==> config.mk <==
export PLATFORM = sky130hd
export DESIGN_NAME = periodic_timer_bank_core
export DESIGN_NICKNAME = d
export VERILOG_FILES = /design/src/hdl/ptb_pkg.sv /design/src/hdl/periodic_timer_bank_core.sv /design/src/hdl/ptb_front.sv /design/src/hdl/ptb_fifo.sv /design/src/hdl/ptb_div.sv /design/src/hdl/ptb_back.sv
export SDC_FILE = /design/constraint.sdc
export NUM_CORES = 2
export LEC_CHECK = 0
export ABC_AREA = 1
export BUFFER_PORTS_ARGS = -buffer_cell sky130_fd_sc_hd__buf_2
export CAP_MARGIN = 20
export CORE_MARGIN = 1
export CORE_UTILIZATION = 30
export CTS_CLUSTER_DIAMETER = 100
export DETAILED_ROUTE_END_ITERATION = 10
export GPL_TIMING_DRIVEN = 1
export SYNTH_ARGS = -nofsm -noshare
export SYNTH_HDL_FRONTEND = slang
export SYNTH_SLANG_ARGS = --single-unit
==> constraint.sdc <==
create_clock -name clock -period 9.66 [get_ports clock]
set_clock_uncertainty 0.1 [all_clocks]
set_input_delay 1.932 -clock clock [delete_from_list [all_inputs] [get_ports clock]]
set_output_delay 1.932 -clock clock [all_outputs]
set_load 0.05 [all_outputs]
==> src/hdl/ptb_pkg.sv <==
// Shared types and constants for the periodic timer bank.
package ptb_pkg;

   // Field widths of the command and result words.
   localparam int OP_W      = 3;
   localparam int IDX_W     = 3;
   localparam int PERIOD_W  = 32;
   localparam int ELAPSED_W = 16;
   localparam int COUNT_W   = 18;

   // Command queue between the decoder and the executor.
   localparam int FIFO_DEPTH = 2;
   localparam int FIFO_PTR_W = $clog2(FIFO_DEPTH);
   localparam int FIFO_CNT_W = $clog2(FIFO_DEPTH + 1);

   // Operation codes as they arrive on the request port.
   typedef enum logic [OP_W-1:0] {
      OP_TICK  = 3'd0,
      OP_START = 3'd1,
      OP_STOP  = 3'd2,
      OP_QRUN  = 3'd3,
      OP_QEXP  = 3'd4,
      OP_QPER  = 3'd5
   } op_type;

   // Decoded command class; unknown codes, out-of-range slots and empty ticks become K_NOP.
   typedef enum logic [2:0] {
      K_NOP,
      K_TICK,
      K_START,
      K_STOP,
      K_QRUN,
      K_QEXP,
      K_QPER
   } kind_type;

   // One decoded command word as it travels through the queue.
   typedef struct packed {
      kind_type               kind;
      logic [IDX_W-1:0]       slot;
      logic [PERIOD_W-1:0]    period;
      logic [ELAPSED_W-1:0]   elapsed;
   } cmd_type;

   // Per-slot count memory word.
   typedef struct packed {
      logic [COUNT_W-1:0] reload;
      logic [COUNT_W-1:0] remain;
   } cnt_type;

   // Executor states.
   typedef enum logic [1:0] {
      B_IDLE,
      B_SWEEP,
      B_DIV,
      B_QPER
   } back_state_type;

endpackage

==> src/hdl/periodic_timer_bank_core.sv <==
// Top level of the periodic timer bank: decoder, command queue and executor.
//
// A bank of NUM_TIMERS auto-reloading timers stepped by tick commands. A command
// word is taken when start is high and busy is low; busy rises only when the
// two-word command queue is full. Every command returns exactly one result word,
// shown for one cycle with rsp_valid; the receiver cannot stall, so results must
// be captured when they appear. Executor work per command: stop, running and
// expired queries, unknown codes and ticks of zero elapsed ticks finish at
// dispatch; a period query waits for the registered period memory read; a tick
// runs dispatch, one slot read per cycle through the count memory, and the
// write-back of the last slot; a start waits on the two-stage reciprocal
// multiplier that computes the interval. The result word is registered, so it
// appears in the cycle after the command completes.
module periodic_timer_bank_core
   import ptb_pkg::*;
#(
   parameter int NUM_TIMERS = 8,
   parameter int TICK_US    = 31250
) (
   input  logic                 clock,
   input  logic                 reset,
   input  logic                 start,
   output logic                 busy,
   input  logic [OP_W-1:0]      req_operation,
   input  logic [IDX_W-1:0]     req_timer_index,
   input  logic [PERIOD_W-1:0]  req_period_us,
   input  logic [ELAPSED_W-1:0] req_elapsed_ticks,
   output logic                 rsp_valid,
   output logic                 rsp_is_expired,
   output logic                 rsp_is_running,
   output logic [PERIOD_W-1:0]  rsp_stored_period_us
);

   logic    fifo_full;
   logic    push;
   cmd_type push_cmd;
   logic    pop;
   logic    head_vld;
   cmd_type head;

   // Decode incoming words.
   ptb_front #(
      .NUM_TIMERS (NUM_TIMERS)
   ) u_front (
      .start             (start),
      .busy              (busy),
      .req_operation     (req_operation),
      .req_timer_index   (req_timer_index),
      .req_period_us     (req_period_us),
      .req_elapsed_ticks (req_elapsed_ticks),
      .fifo_full         (fifo_full),
      .push              (push),
      .push_cmd          (push_cmd)
   );

   // Decouple decode from execution.
   ptb_fifo u_fifo (
      .clock    (clock),
      .reset    (reset),
      .push     (push),
      .push_cmd (push_cmd),
      .pop      (pop),
      .full     (fifo_full),
      .head_vld (head_vld),
      .head     (head)
   );

   // Execute commands against the timer state.
   ptb_back #(
      .NUM_TIMERS (NUM_TIMERS),
      .TICK_US    (TICK_US)
   ) u_back (
      .clock                (clock),
      .reset                (reset),
      .head_vld             (head_vld),
      .head                 (head),
      .pop                  (pop),
      .rsp_valid            (rsp_valid),
      .rsp_is_expired       (rsp_is_expired),
      .rsp_is_running       (rsp_is_running),
      .rsp_stored_period_us (rsp_stored_period_us)
   );

endmodule

==> src/hdl/ptb_front.sv <==
// Request decoder: accepts command words and classifies them for the queue.
module ptb_front
   import ptb_pkg::*;
#(
   parameter int NUM_TIMERS = 8
) (
   input  logic                 start,
   output logic                 busy,
   input  logic [OP_W-1:0]      req_operation,
   input  logic [IDX_W-1:0]     req_timer_index,
   input  logic [PERIOD_W-1:0]  req_period_us,
   input  logic [ELAPSED_W-1:0] req_elapsed_ticks,
   input  logic                 fifo_full,
   output logic                 push,
   output cmd_type              push_cmd
);

   logic     slot_ok;
   kind_type kind;

   // Hold off new words while the queue is full.
   assign busy = fifo_full;
   assign push = start && !fifo_full;

   // Classify the operation; out-of-range slots and empty ticks do nothing.
   always_comb begin
      slot_ok = int'(req_timer_index) < NUM_TIMERS;
      case (op_type'(req_operation))
         OP_TICK:  kind = (req_elapsed_ticks == '0) ? K_NOP : K_TICK;
         OP_START: kind = slot_ok ? K_START : K_NOP;
         OP_STOP:  kind = slot_ok ? K_STOP  : K_NOP;
         OP_QRUN:  kind = slot_ok ? K_QRUN  : K_NOP;
         OP_QEXP:  kind = slot_ok ? K_QEXP  : K_NOP;
         OP_QPER:  kind = slot_ok ? K_QPER  : K_NOP;
         default:  kind = K_NOP;
      endcase
   end

   // Pack the decoded word.
   always_comb begin
      push_cmd.kind    = kind;
      push_cmd.slot    = req_timer_index;
      push_cmd.period  = req_period_us;
      push_cmd.elapsed = req_elapsed_ticks;
   end

endmodule

==> src/hdl/ptb_fifo.sv <==
// Short command queue between the decoder and the executor.
module ptb_fifo
   import ptb_pkg::*;
(
   input  logic    clock,
   input  logic    reset,
   input  logic    push,
   input  cmd_type push_cmd,
   input  logic    pop,
   output logic    full,
   output logic    head_vld,
   output cmd_type head
);

   cmd_type                entry_ff [FIFO_DEPTH];
   logic [FIFO_PTR_W-1:0]  wr_ptr_ff, wr_ptr_in;
   logic [FIFO_PTR_W-1:0]  rd_ptr_ff, rd_ptr_in;
   logic [FIFO_CNT_W-1:0]  cnt_ff, cnt_in;

   assign full     = cnt_ff == FIFO_CNT_W'(FIFO_DEPTH);
   assign head_vld = cnt_ff != '0;
   assign head     = entry_ff[rd_ptr_ff];

   // Pointer and fill count update.
   always_comb begin
      wr_ptr_in = push ? wr_ptr_ff + FIFO_PTR_W'(1) : wr_ptr_ff;
      rd_ptr_in = pop  ? rd_ptr_ff + FIFO_PTR_W'(1) : rd_ptr_ff;
      cnt_in    = cnt_ff + FIFO_CNT_W'(push) - FIFO_CNT_W'(pop);
   end

   always_ff @(posedge clock) begin
      if (reset) begin
         wr_ptr_ff <= '0;
         rd_ptr_ff <= '0;
         cnt_ff    <= '0;
      end else begin
         wr_ptr_ff <= wr_ptr_in;
         rd_ptr_ff <= rd_ptr_in;
         cnt_ff    <= cnt_in;
      end
   end

   // Entry storage carries no reset.
   always_ff @(posedge clock) begin
      if (push) begin
         entry_ff[wr_ptr_ff] <= push_cmd;
      end
   end

endmodule

==> src/hdl/ptb_div.sv <==
// Two-stage reciprocal multiplier that turns a period in microseconds into a tick interval.
module ptb_div
   import ptb_pkg::*;
#(
   parameter int TICK_US = 31250
) (
   input  logic                clock,
   input  logic                reset,
   input  logic                go,
   input  logic [PERIOD_W-1:0] dividend,
   output logic                done,
   output logic [COUNT_W-1:0]  quotient
);

   // For every 32-bit x, floor(x / TICK_US) equals floor(x * Recip / 2^(PERIOD_W + Shift))
   // when Shift = ceil(log2(TICK_US)) and Recip is the reciprocal rounded up.
   localparam int Shift = $clog2(TICK_US);
   localparam int RecW  = PERIOD_W + 1;
   localparam int LoW   = 16;
   localparam int HiW   = RecW - LoW;
   localparam int PloW  = PERIOD_W + LoW;
   localparam int PhiW  = PERIOD_W + HiW;
   localparam int ProdW = PERIOD_W + RecW;
   localparam logic [63:0] RecipWide =
      ((64'd1 << (PERIOD_W + Shift)) + 64'(TICK_US) - 64'd1) / 64'(TICK_US);
   localparam logic [RecW-1:0] Recip   = RecipWide[RecW-1:0];
   localparam logic [HiW-1:0]  RecipHi = Recip[RecW-1:LoW];
   localparam logic [LoW-1:0]  RecipLo = Recip[LoW-1:0];

   logic                 step_ff, step_in;
   logic                 done_ff, done_in;
   logic [PloW-1:0]      plo_ff, plo_in;
   logic [PhiW-1:0]      phi_ff, phi_in;
   logic [ProdW-1:0]     prod;
   logic [PERIOD_W-1:0]  quo_ff, quo_in;

   // Full product rebuilt from the two partial products.
   assign prod = {phi_ff, LoW'(0)} + ProdW'(plo_ff);

   // First stage multiplies by both halves of the reciprocal, second stage adds and shifts.
   always_comb begin
      step_in = go;
      done_in = step_ff;
      plo_in  = plo_ff;
      phi_in  = phi_ff;
      quo_in  = quo_ff;
      if (go) begin
         plo_in = PloW'(dividend) * PloW'(RecipLo);
         phi_in = PhiW'(dividend) * PhiW'(RecipHi);
      end
      if (step_ff) begin
         quo_in = PERIOD_W'(prod >> (PERIOD_W + Shift));
      end
   end

   always_ff @(posedge clock) begin
      if (reset) begin
         step_ff <= 1'b0;
         done_ff <= 1'b0;
      end else begin
         step_ff <= step_in;
         done_ff <= done_in;
      end
   end

   always_ff @(posedge clock) begin
      plo_ff <= plo_in;
      phi_ff <= phi_in;
      quo_ff <= quo_in;
   end

   // Clamp the interval to at least one tick and to the counter range.
   assign done = done_ff;
   always_comb begin
      if (quo_ff[PERIOD_W-1:COUNT_W] != '0) begin
         quotient = '1;
      end else if (quo_ff == '0) begin
         quotient = COUNT_W'(1);
      end else begin
         quotient = quo_ff[COUNT_W-1:0];
      end
   end

endmodule

==> src/hdl/ptb_back.sv <==
// Command executor: owns the timer state and produces one result word per command.
module ptb_back
   import ptb_pkg::*;
#(
   parameter int NUM_TIMERS = 8,
   parameter int TICK_US    = 31250
) (
   input  logic                clock,
   input  logic                reset,
   input  logic                head_vld,
   input  cmd_type             head,
   output logic                pop,
   output logic                rsp_valid,
   output logic                rsp_is_expired,
   output logic                rsp_is_running,
   output logic [PERIOD_W-1:0] rsp_stored_period_us
);

   localparam int IdxW = (NUM_TIMERS > 1) ? $clog2(NUM_TIMERS) : 1;
   localparam int PtrW = $clog2(NUM_TIMERS + 1);

   back_state_type       state_ff, state_in;
   cmd_type              cmd_ff, cmd_in;
   logic [PtrW-1:0]      ptr_ff, ptr_in;
   logic                 upd_vld_ff, upd_vld_in;
   logic [IdxW-1:0]      upd_idx_ff, upd_idx_in;
   logic [NUM_TIMERS-1:0] run_ff, run_in;
   logic [NUM_TIMERS-1:0] exp_ff, exp_in;
   logic [NUM_TIMERS-1:0] pvld_ff, pvld_in;

   logic                 rsp_valid_ff, rsp_valid_in;
   logic                 rsp_exp_ff, rsp_exp_in;
   logic                 rsp_run_ff, rsp_run_in;
   logic [PERIOD_W-1:0]  rsp_per_ff, rsp_per_in;

   // Per-slot storage; count and period words live in memories.
   cnt_type              cnt_mem [NUM_TIMERS];
   logic [PERIOD_W-1:0]  period_mem [NUM_TIMERS];
   cnt_type              cnt_rd_ff;
   logic [PERIOD_W-1:0]  per_rd_ff;
   logic [IdxW-1:0]      rd_addr;
   logic                 cnt_we;
   logic [IdxW-1:0]      cnt_wa;
   cnt_type              cnt_wd;
   logic                 per_we;

   logic [IdxW-1:0]      head_slot;
   logic [IdxW-1:0]      cmd_slot;
   logic                 div_go;
   logic                 div_done;
   logic [COUNT_W-1:0]   div_quo;

   assign head_slot = IdxW'(head.slot);
   assign cmd_slot  = IdxW'(cmd_ff.slot);
   assign rd_addr   = (state_ff == B_SWEEP) ? ptr_ff[IdxW-1:0] : head_slot;

   // Interval divider for start commands.
   ptb_div #(
      .TICK_US (TICK_US)
   ) u_div (
      .clock    (clock),
      .reset    (reset),
      .go       (div_go),
      .dividend (head.period),
      .done     (div_done),
      .quotient (div_quo)
   );

   // Next state, slot updates and the result word.
   always_comb begin
      state_in     = state_ff;
      cmd_in       = cmd_ff;
      ptr_in       = ptr_ff;
      upd_vld_in   = 1'b0;
      upd_idx_in   = upd_idx_ff;
      run_in       = run_ff;
      exp_in       = exp_ff;
      pvld_in      = pvld_ff;
      rsp_valid_in = 1'b0;
      rsp_exp_in   = 1'b0;
      rsp_run_in   = 1'b0;
      rsp_per_in   = '0;
      pop          = 1'b0;
      div_go       = 1'b0;
      cnt_we       = 1'b0;
      cnt_wa       = upd_idx_ff;
      cnt_wd       = cnt_rd_ff;
      per_we       = 1'b0;

      // Tick sweep back half: apply elapsed ticks to the slot read last cycle.
      if (upd_vld_ff && run_ff[upd_idx_ff]) begin
         cnt_we = 1'b1;
         if ({2'b00, cmd_ff.elapsed} >= cnt_rd_ff.remain) begin
            cnt_wd.remain       = cnt_rd_ff.reload;
            exp_in[upd_idx_ff]  = 1'b1;
         end else begin
            cnt_wd.remain = cnt_rd_ff.remain - {2'b00, cmd_ff.elapsed};
         end
      end

      case (state_ff)
         B_IDLE: begin
            if (head_vld) begin
               pop    = 1'b1;
               cmd_in = head;
               case (head.kind)
                  K_TICK: begin
                     ptr_in   = '0;
                     state_in = B_SWEEP;
                  end
                  K_START: begin
                     div_go   = 1'b1;
                     state_in = B_DIV;
                  end
                  K_STOP: begin
                     run_in[head_slot] = 1'b0;
                     rsp_valid_in      = 1'b1;
                  end
                  K_QRUN: begin
                     rsp_run_in   = run_ff[head_slot];
                     rsp_valid_in = 1'b1;
                  end
                  K_QEXP: begin
                     rsp_exp_in        = exp_ff[head_slot];
                     exp_in[head_slot] = 1'b0;
                     rsp_valid_in      = 1'b1;
                  end
                  K_QPER: begin
                     state_in = B_QPER;
                  end
                  default: begin
                     rsp_valid_in = 1'b1;
                  end
               endcase
            end
         end
         B_SWEEP: begin
            // Front half reads one slot per cycle until all are issued.
            if (ptr_ff == PtrW'(NUM_TIMERS)) begin
               rsp_valid_in = 1'b1;
               state_in     = B_IDLE;
            end else begin
               upd_vld_in = 1'b1;
               upd_idx_in = ptr_ff[IdxW-1:0];
               ptr_in     = ptr_ff + PtrW'(1);
            end
         end
         B_DIV: begin
            if (div_done) begin
               cnt_we           = 1'b1;
               cnt_wa           = cmd_slot;
               cnt_wd.reload    = div_quo;
               cnt_wd.remain    = div_quo;
               per_we           = 1'b1;
               run_in[cmd_slot]  = 1'b1;
               exp_in[cmd_slot]  = 1'b0;
               pvld_in[cmd_slot] = 1'b1;
               rsp_valid_in     = 1'b1;
               state_in         = B_IDLE;
            end
         end
         B_QPER: begin
            rsp_per_in   = pvld_ff[cmd_slot] ? per_rd_ff : '0;
            rsp_valid_in = 1'b1;
            state_in     = B_IDLE;
         end
         default: begin
            state_in = B_IDLE;
         end
      endcase
   end

   // Control state.
   always_ff @(posedge clock) begin
      if (reset) begin
         state_ff     <= B_IDLE;
         ptr_ff       <= '0;
         upd_vld_ff   <= 1'b0;
         run_ff       <= '0;
         exp_ff       <= '0;
         pvld_ff      <= '0;
         rsp_valid_ff <= 1'b0;
      end else begin
         state_ff     <= state_in;
         ptr_ff       <= ptr_in;
         upd_vld_ff   <= upd_vld_in;
         run_ff       <= run_in;
         exp_ff       <= exp_in;
         pvld_ff      <= pvld_in;
         rsp_valid_ff <= rsp_valid_in;
      end
   end

   // Payload registers.
   always_ff @(posedge clock) begin
      cmd_ff     <= cmd_in;
      upd_idx_ff <= upd_idx_in;
      rsp_exp_ff <= rsp_exp_in;
      rsp_run_ff <= rsp_run_in;
      rsp_per_ff <= rsp_per_in;
   end

   // Count memory: one write port, one registered read port.
   always_ff @(posedge clock) begin
      if (cnt_we) begin
         cnt_mem[cnt_wa] <= cnt_wd;
      end
      cnt_rd_ff <= cnt_mem[rd_addr];
   end

   // Period memory: written by start, read for period queries.
   always_ff @(posedge clock) begin
      if (per_we) begin
         period_mem[cmd_slot] <= cmd_ff.period;
      end
      per_rd_ff <= period_mem[rd_addr];
   end

   assign rsp_valid            = rsp_valid_ff;
   assign rsp_is_expired       = rsp_exp_ff;
   assign rsp_is_running       = rsp_run_ff;
   assign rsp_stored_period_us = rsp_per_ff;

`ifndef SYNTHESIS
   // The sweep pointer never exceeds NUM_TIMERS, one past the last slot.
   a_sweep_bound: assert property (@(posedge clock) disable iff (reset)
      (state_ff == B_SWEEP) |-> (ptr_ff <= PtrW'(NUM_TIMERS)))
      else $error("tick sweep pointer out of range");

   // The divider only finishes while a start command waits for it.
   a_div_owner: assert property (@(posedge clock) disable iff (reset)
      div_done |-> (state_ff == B_DIV))
      else $error("divider finished outside a start command");

   // No result word is issued while a start still waits on the divider.
   a_div_no_rsp: assert property (@(posedge clock) disable iff (reset)
      (state_ff == B_DIV && !div_done) |=> !rsp_valid_ff)
      else $error("result issued before the interval was ready");

   // A slot update only comes from a sweep in progress.
   a_upd_in_sweep: assert property (@(posedge clock) disable iff (reset)
      upd_vld_ff |-> (state_ff == B_SWEEP))
      else $error("slot update outside a tick sweep");
`endif

endmodule

Yosys cells after proc, flatten, opt, wreduce, memory -nomap -nowiden:

Memories as Yosys holds them, arrays and structs flattened. A register that Yosys moved wholly into a read port is not among the register bits.
Index checks and enable logic that the tools add are counted.

* muxes and demuxes: 66
* reduce and logical (&&, ||, !) cells: 24
* shift operators: 0
* bitwise operators: 10
* add/sub/neg operators: 7
* equal/unequal tests: 23
* $mul: 2
* div/mod/pow operators: 0
* order comparisons: 7

Operators with widths (count)
* two-way mux 36 bit: 2
* adder 65 x 47 -> 65 bit: 1
* two-way mux 8 bit: 8
* two-way mux 18 bit: 3
* multiplier 32 x 17 -> 49 bit (second input constant): 1
* multiplier 32 x 13 -> 45 bit (second input constant): 1
* zero test 32 bit: 1
* one-hot mux 8 bit (2 select lines): 2
* two-way mux 1 bit: 30
* bitwise AND 8 bit: 3
* OR 8 bit: 3
* greater-or-equal comparator 16 x 18 -> 1 bit: 1
* one-hot mux 3 bit (6 select lines): 1
* subtractor 18 x 16 -> 18 bit: 1
* zero test 16 bit: 1
* NOT 8 bit: 2
* == test 3 bit (second input constant): 5
* binary-select mux 1 bit (select 3 bit): 4
* == test 3 x 2 -> 1 bit (second input constant): 4
* < comparator 3 x 4 -> 1 bit (second input constant): 3
* two-way mux 4 bit: 3
* inequality test 2 bit (second input constant): 6
* AND reduction 4 bit: 3
* demux 1 bit (select 3 bit): 3
* 26 further kinds: 47

* latch bits: 0
* input port bits: 57
* logic and storage cells: 164
* output and inout port bits: 36
* register bits: 238
* bits in writable memories: 652
* memories: 3
* memory bits (read-only): 0

Memories
* u_back.cnt_mem: depth 8, width 36, read ports 1, clocked after Yosys merged registers in 1, wr ports 1, RTL line ptb_back.sv:37 `cnt_type cnt_mem [NUM_TIMERS];`
* u_back.period_mem: depth 8, width 32, read ports 1, clocked after Yosys merged registers in 1, wr ports 1, RTL line ptb_back.sv:38 `logic [PERIOD_W-1:0] period_mem [NUM_TIMERS];`
* u_fifo.entry_ff: depth 2, width 54, read ports 1, clocked after Yosys merged registers in 1, wr ports 1, RTL line ptb_fifo.sv:15 `cmd_type entry_ff [FIFO_DEPTH];`

Longest topological paths before layout:

* depth in word-level cells: 11
* mapped depth: 29
* mapped depth without buffers: 27

By module:

From an unflattened synthesis, not the netlist that was laid out.

* cell total of the unflattened synthesis: 5591
* area, all modules: 56427.9 µm²

By module, submodules not included
* ptb_back: cells each 2457, area an instance 28785.1 µm², instances 1
* ptb_div: cells each 2852, area an instance 22750.6 µm², instances 1
* ptb_fifo: cells each 199, area an instance 4374.2 µm², instances 1
* ptb_front: cells each 83, area an instance 518.0 µm², instances 1

Worst setup path after synthesis:

OpenSTA, ideal clock, no wires.

* kind: register to register
* from: reg u_back.state_ff[1]
* to: reg u_back.u_div.phi_ff[0], enable pin
* cell stages (with the launch flop): 6
* arrival: 5803 ps
* period minus slack after synthesis: 6422 ps
* setup slack: 3238 ps
* buffers on the path: 0
* library setup time: 519 ps
* data required time: 9041 ps
* cell sequence: dfxtp_1 -> nor2_2 -> inv_1 -> nor2_2 -> inv_1 -> nor2_1

* word-level cells in the longest chain between the ends: 2

Ends and longest elaborated chain
* start, declared: RTL line ptb_back.sv:22 `back_state_type state_ff, state_in;`
* start signal, assigned: RTL line ptb_back.sv:184 `state_ff <= state_in;`
* zero test 2 bit: RTL line ptb_back.sv:101 `case (state_ff)`
* two-way mux 1 bit: RTL line ptb_back.sv:101
* named net u_back.div_go: RTL line ptb_back.sv:49 `logic div_go;`
* end signal, assigned: RTL line ptb_div.sv:68 `phi_ff <= phi_in;`
* end, declared: RTL line ptb_div.sv:33 `logic [PhiW-1:0] phi_ff, phi_in;`

The timed path passes the listed nets, and every way through them passes these cells.
A chain may end at the register's enable or synchronous reset.

==> impl_metrics.toml <==
[outcome]
status = "complete, no violations"

[sta]
min_period_over_period = 0.802
max_freq_mhz = 129
hold-worst-slack_ns = 0.306
min_period_ns = 7.75
hold_violations = 0
slew_violations = 0
slew_headroom = 0.337
finalSetupTns_ns = 0
setup_viol = 0
rsz0062_at_grt = "no"
tightest_slew_ns = 0.995

[place]
portBuffers = 92
gp_congestion = 0.969
dpl.hpwl_mm = 116
dpl_cell_area_um2 = 60100

[synth]
yosys_register_bits = 945
ys_types = 47
synth-edff-count = 804
synthArstFlopShare = 0
ys_seq_area_frac = 0.477
syn_nets = 6439
synth-main-ff-cell = "edfxtp_1"
synthCells = 5680
syn_avg_cell_area_um2 = 9.94
netlist_area_um2 = 56500
ys_warn_count = 0

[route]
drtIter0Drc = 2940
routed_via_density = 4.71
drt-total-wl_mm = 158
vias = 39400
wire_per_inst_um = 18.8
dr.pass1.iters = 6
final_antenna_net_count = 0
route.detailed.drc = 0

[floorplan]
die_h_um = 436
fp.dieArea_um2 = 190000
rows = 158
io_pins = 93
initial_core_util = 0.303
core_um2 = 186000
die_x_um = 436

[clock_tree]
cts_num_sinks = 945
cts_tree = "built"
clk_latency_ns = 0.74
clk_path_buf_depth = 3
cts_buffers = 104
clk_pin_slew_worst_paths_ns = 0.06
cts_setup_buffers = 0
cts_resized = 0
cts_root_buf = "clkbuf_16"
cts_hold_buf = 0
htree_levels = 3

[critical_path]
crit_slowest_cell = "inv_1"
crit_family = "adder cells"
reg2reg_to = "u_back.u_div.phi_ff[40]"
rrSetupSlack_ns = 1.91
cp-start-kind = "flip-flop"
end_kind = "flip-flop"
path_max_fanout = 27
worstPathArrival_ns = 8.06
reg2regPathDepth = 25
path_common_cell = "inv_1"
crit_required_ns = 9.97
worstSetupPathType = "flip-flop to flip-flop"
cp_num_buf_inv = 9
cp_slowest_stage_delay_ns = 0.70

[global_route]
grt_pass1_vias = 39700
grt_pass1_wl_mm = 241
grt-ovfl-total = 0
antenna_found_initial = 4
grt_max_degree = 221
grt_use_total = 0.166

[final_layout]
area_growth_syn_to_layout_pct = 12.7
nets = 6563
layout_common_cells = "inv_1, nand2_1, edfxtp_1"
final_common_cell = "inv_1"
drive_gt1_frac = 0.0650
design_area_um2 = 63600

[hold_path]
min_from = "u_back.per_rd_ff[29]"
worstHoldPathCells = 2
hold_path_end = "u_back.rsp_stored_period_us[29]"
hold_path.class = "flip-flop to flip-flop"

[flow_run]
max_cap_viol_count = 0
metal layers:
metal / GRT usage / part of all wire / vias up
met5: 0 / 0.000076 / -
li1: - / - / 19000
met3: 0.0256 / 0.054 / 201
met1: 0.223 / 0.45 / 19300
met4: 0.0465 / 0.026 / 2
met2: 0.276 / 0.47 / 941
Yosys cell counts, types with 18 or more instances:
master | count | area (µm²)
edfxtp_1 | 804 | 24100
a31oi_1 | 78 | 488
nor3_1 | 44 | 220
xnor2_1 | 18 | 158
or2_2 | 35 | 219
buf_2 | 75 | 375
o21a_1 | 18 | 135
ha_1 | 372 | 4650
inv_1 | 1176 | 4410
o21bai_1 | 21 | 158
dfxtp_1 | 141 | 2820
fa_1 | 330 | 6610
nand2_1 | 1029 | 3860
a21oi_1 | 189 | 946
o211ai_1 | 285 | 2140
nand3_1 | 162 | 811
nor2_1 | 459 | 1720
xor2_1 | 50 | 438
nand4_1 | 44 | 275
clkbuf_1 | 51 | 191
a21o_1 | 24 | 180
o21ai_0 | 187 | 936
cell type report:
type	instances	area, µm²
Clock inverter	54	686
Clock buffer	142	2860
Sequential cell	945	27000
Tap cell	2480	3100
Inverter	1185	4450
Antenna cell	1	2.50
Fill cell	18900	123000
Multi-Input combinational cell	3413	24600
Timing Repair Buffer	155	971
worst reg2reg max path: cells and delay by family, from the launching register on:
family,cells,cell delay [ns]
fa+ha+maj,7,3.12
buf+inv,9,1.93
simple gates,7,1.61
flops,1,0.32
compound gates,1,0.26
xor+xnor,1,0.10
kinds of logic after synthesis:
family | Yosys count | share of synthesized area
compound gates | 834 | 0.0925
fa+ha+maj | 702 | 0.199
buf+inv | 1322 | 0.0899
xor+xnor | 68 | 0.0105
mux | 1 | 0.000177
simple gates | 1808 | 0.130
flops | 945 | 0.477
how the worst max path moves through the flow:
stage                  startpoint                      end  slack, ns  cells after the start
2_1_floorplan  u_back.state_ff[1]   u_back.u_div.phi_ff[0]       3.24                      5
3_3_place_gp            flip-flop  u_back.u_div.phi_ff[37]       1.89                     25
6_report                flip-flop  u_back.u_div.phi_ff[40]       1.91                     25
3_5_place_dp            flip-flop  u_back.u_div.phi_ff[37]       1.92                     25
4_1_cts                 flip-flop  u_back.u_div.phi_ff[37]       1.84                     25
5_1_grt                 flip-flop  u_back.u_div.phi_ff[37]       1.53                     25
flip-flops by register name, indices dropped and copies added (netlist names), 2 cells and up, named ones only:
| name | count |
|---|---|
| u_back.cmd_ff | 48 |
| u_back.u_div.quo_ff | 18 |
| u_back.period_mem | 256 |
| u_back.run_ff | 8 |
| u_fifo.cnt_ff | 2 |
| u_back.exp_ff | 8 |
| u_back.cnt_rd_ff | 36 |
| u_fifo.entry_ff | 108 |
| u_back.pvld_ff | 8 |
| u_back.rsp_stored_period_us | 32 |
| u_back.state_ff | 2 |
| u_back.ptr_ff | 4 |
| u_back.cnt_mem | 288 |
| u_back.upd_idx_ff | 3 |
| u_back.per_rd_ff | 32 |
| u_back.cmd_slot | 3 |
| u_back.u_div.plo_ff | 31 |
| u_back.u_div.phi_ff | 49 |
through the flow:
| step | setup WS (ns) | cells | util |
|---|---|---|---|
| floorplan | 3.24 | 5680 | - |
| global placement | 1.89 | 8176 | 0.323 |
| detailed placement | 1.92 | 8176 | 0.323 |
| CTS | 1.84 | 8372 | 0.342 |
| global route | 1.53 | 8374 | 0.342 |
| finish | 1.91 | 8375 | 0.342 |
Power is left out: the tool's default activity adds up to more than one toggle a clock period on the data nets, which glitch-free logic cannot reach.
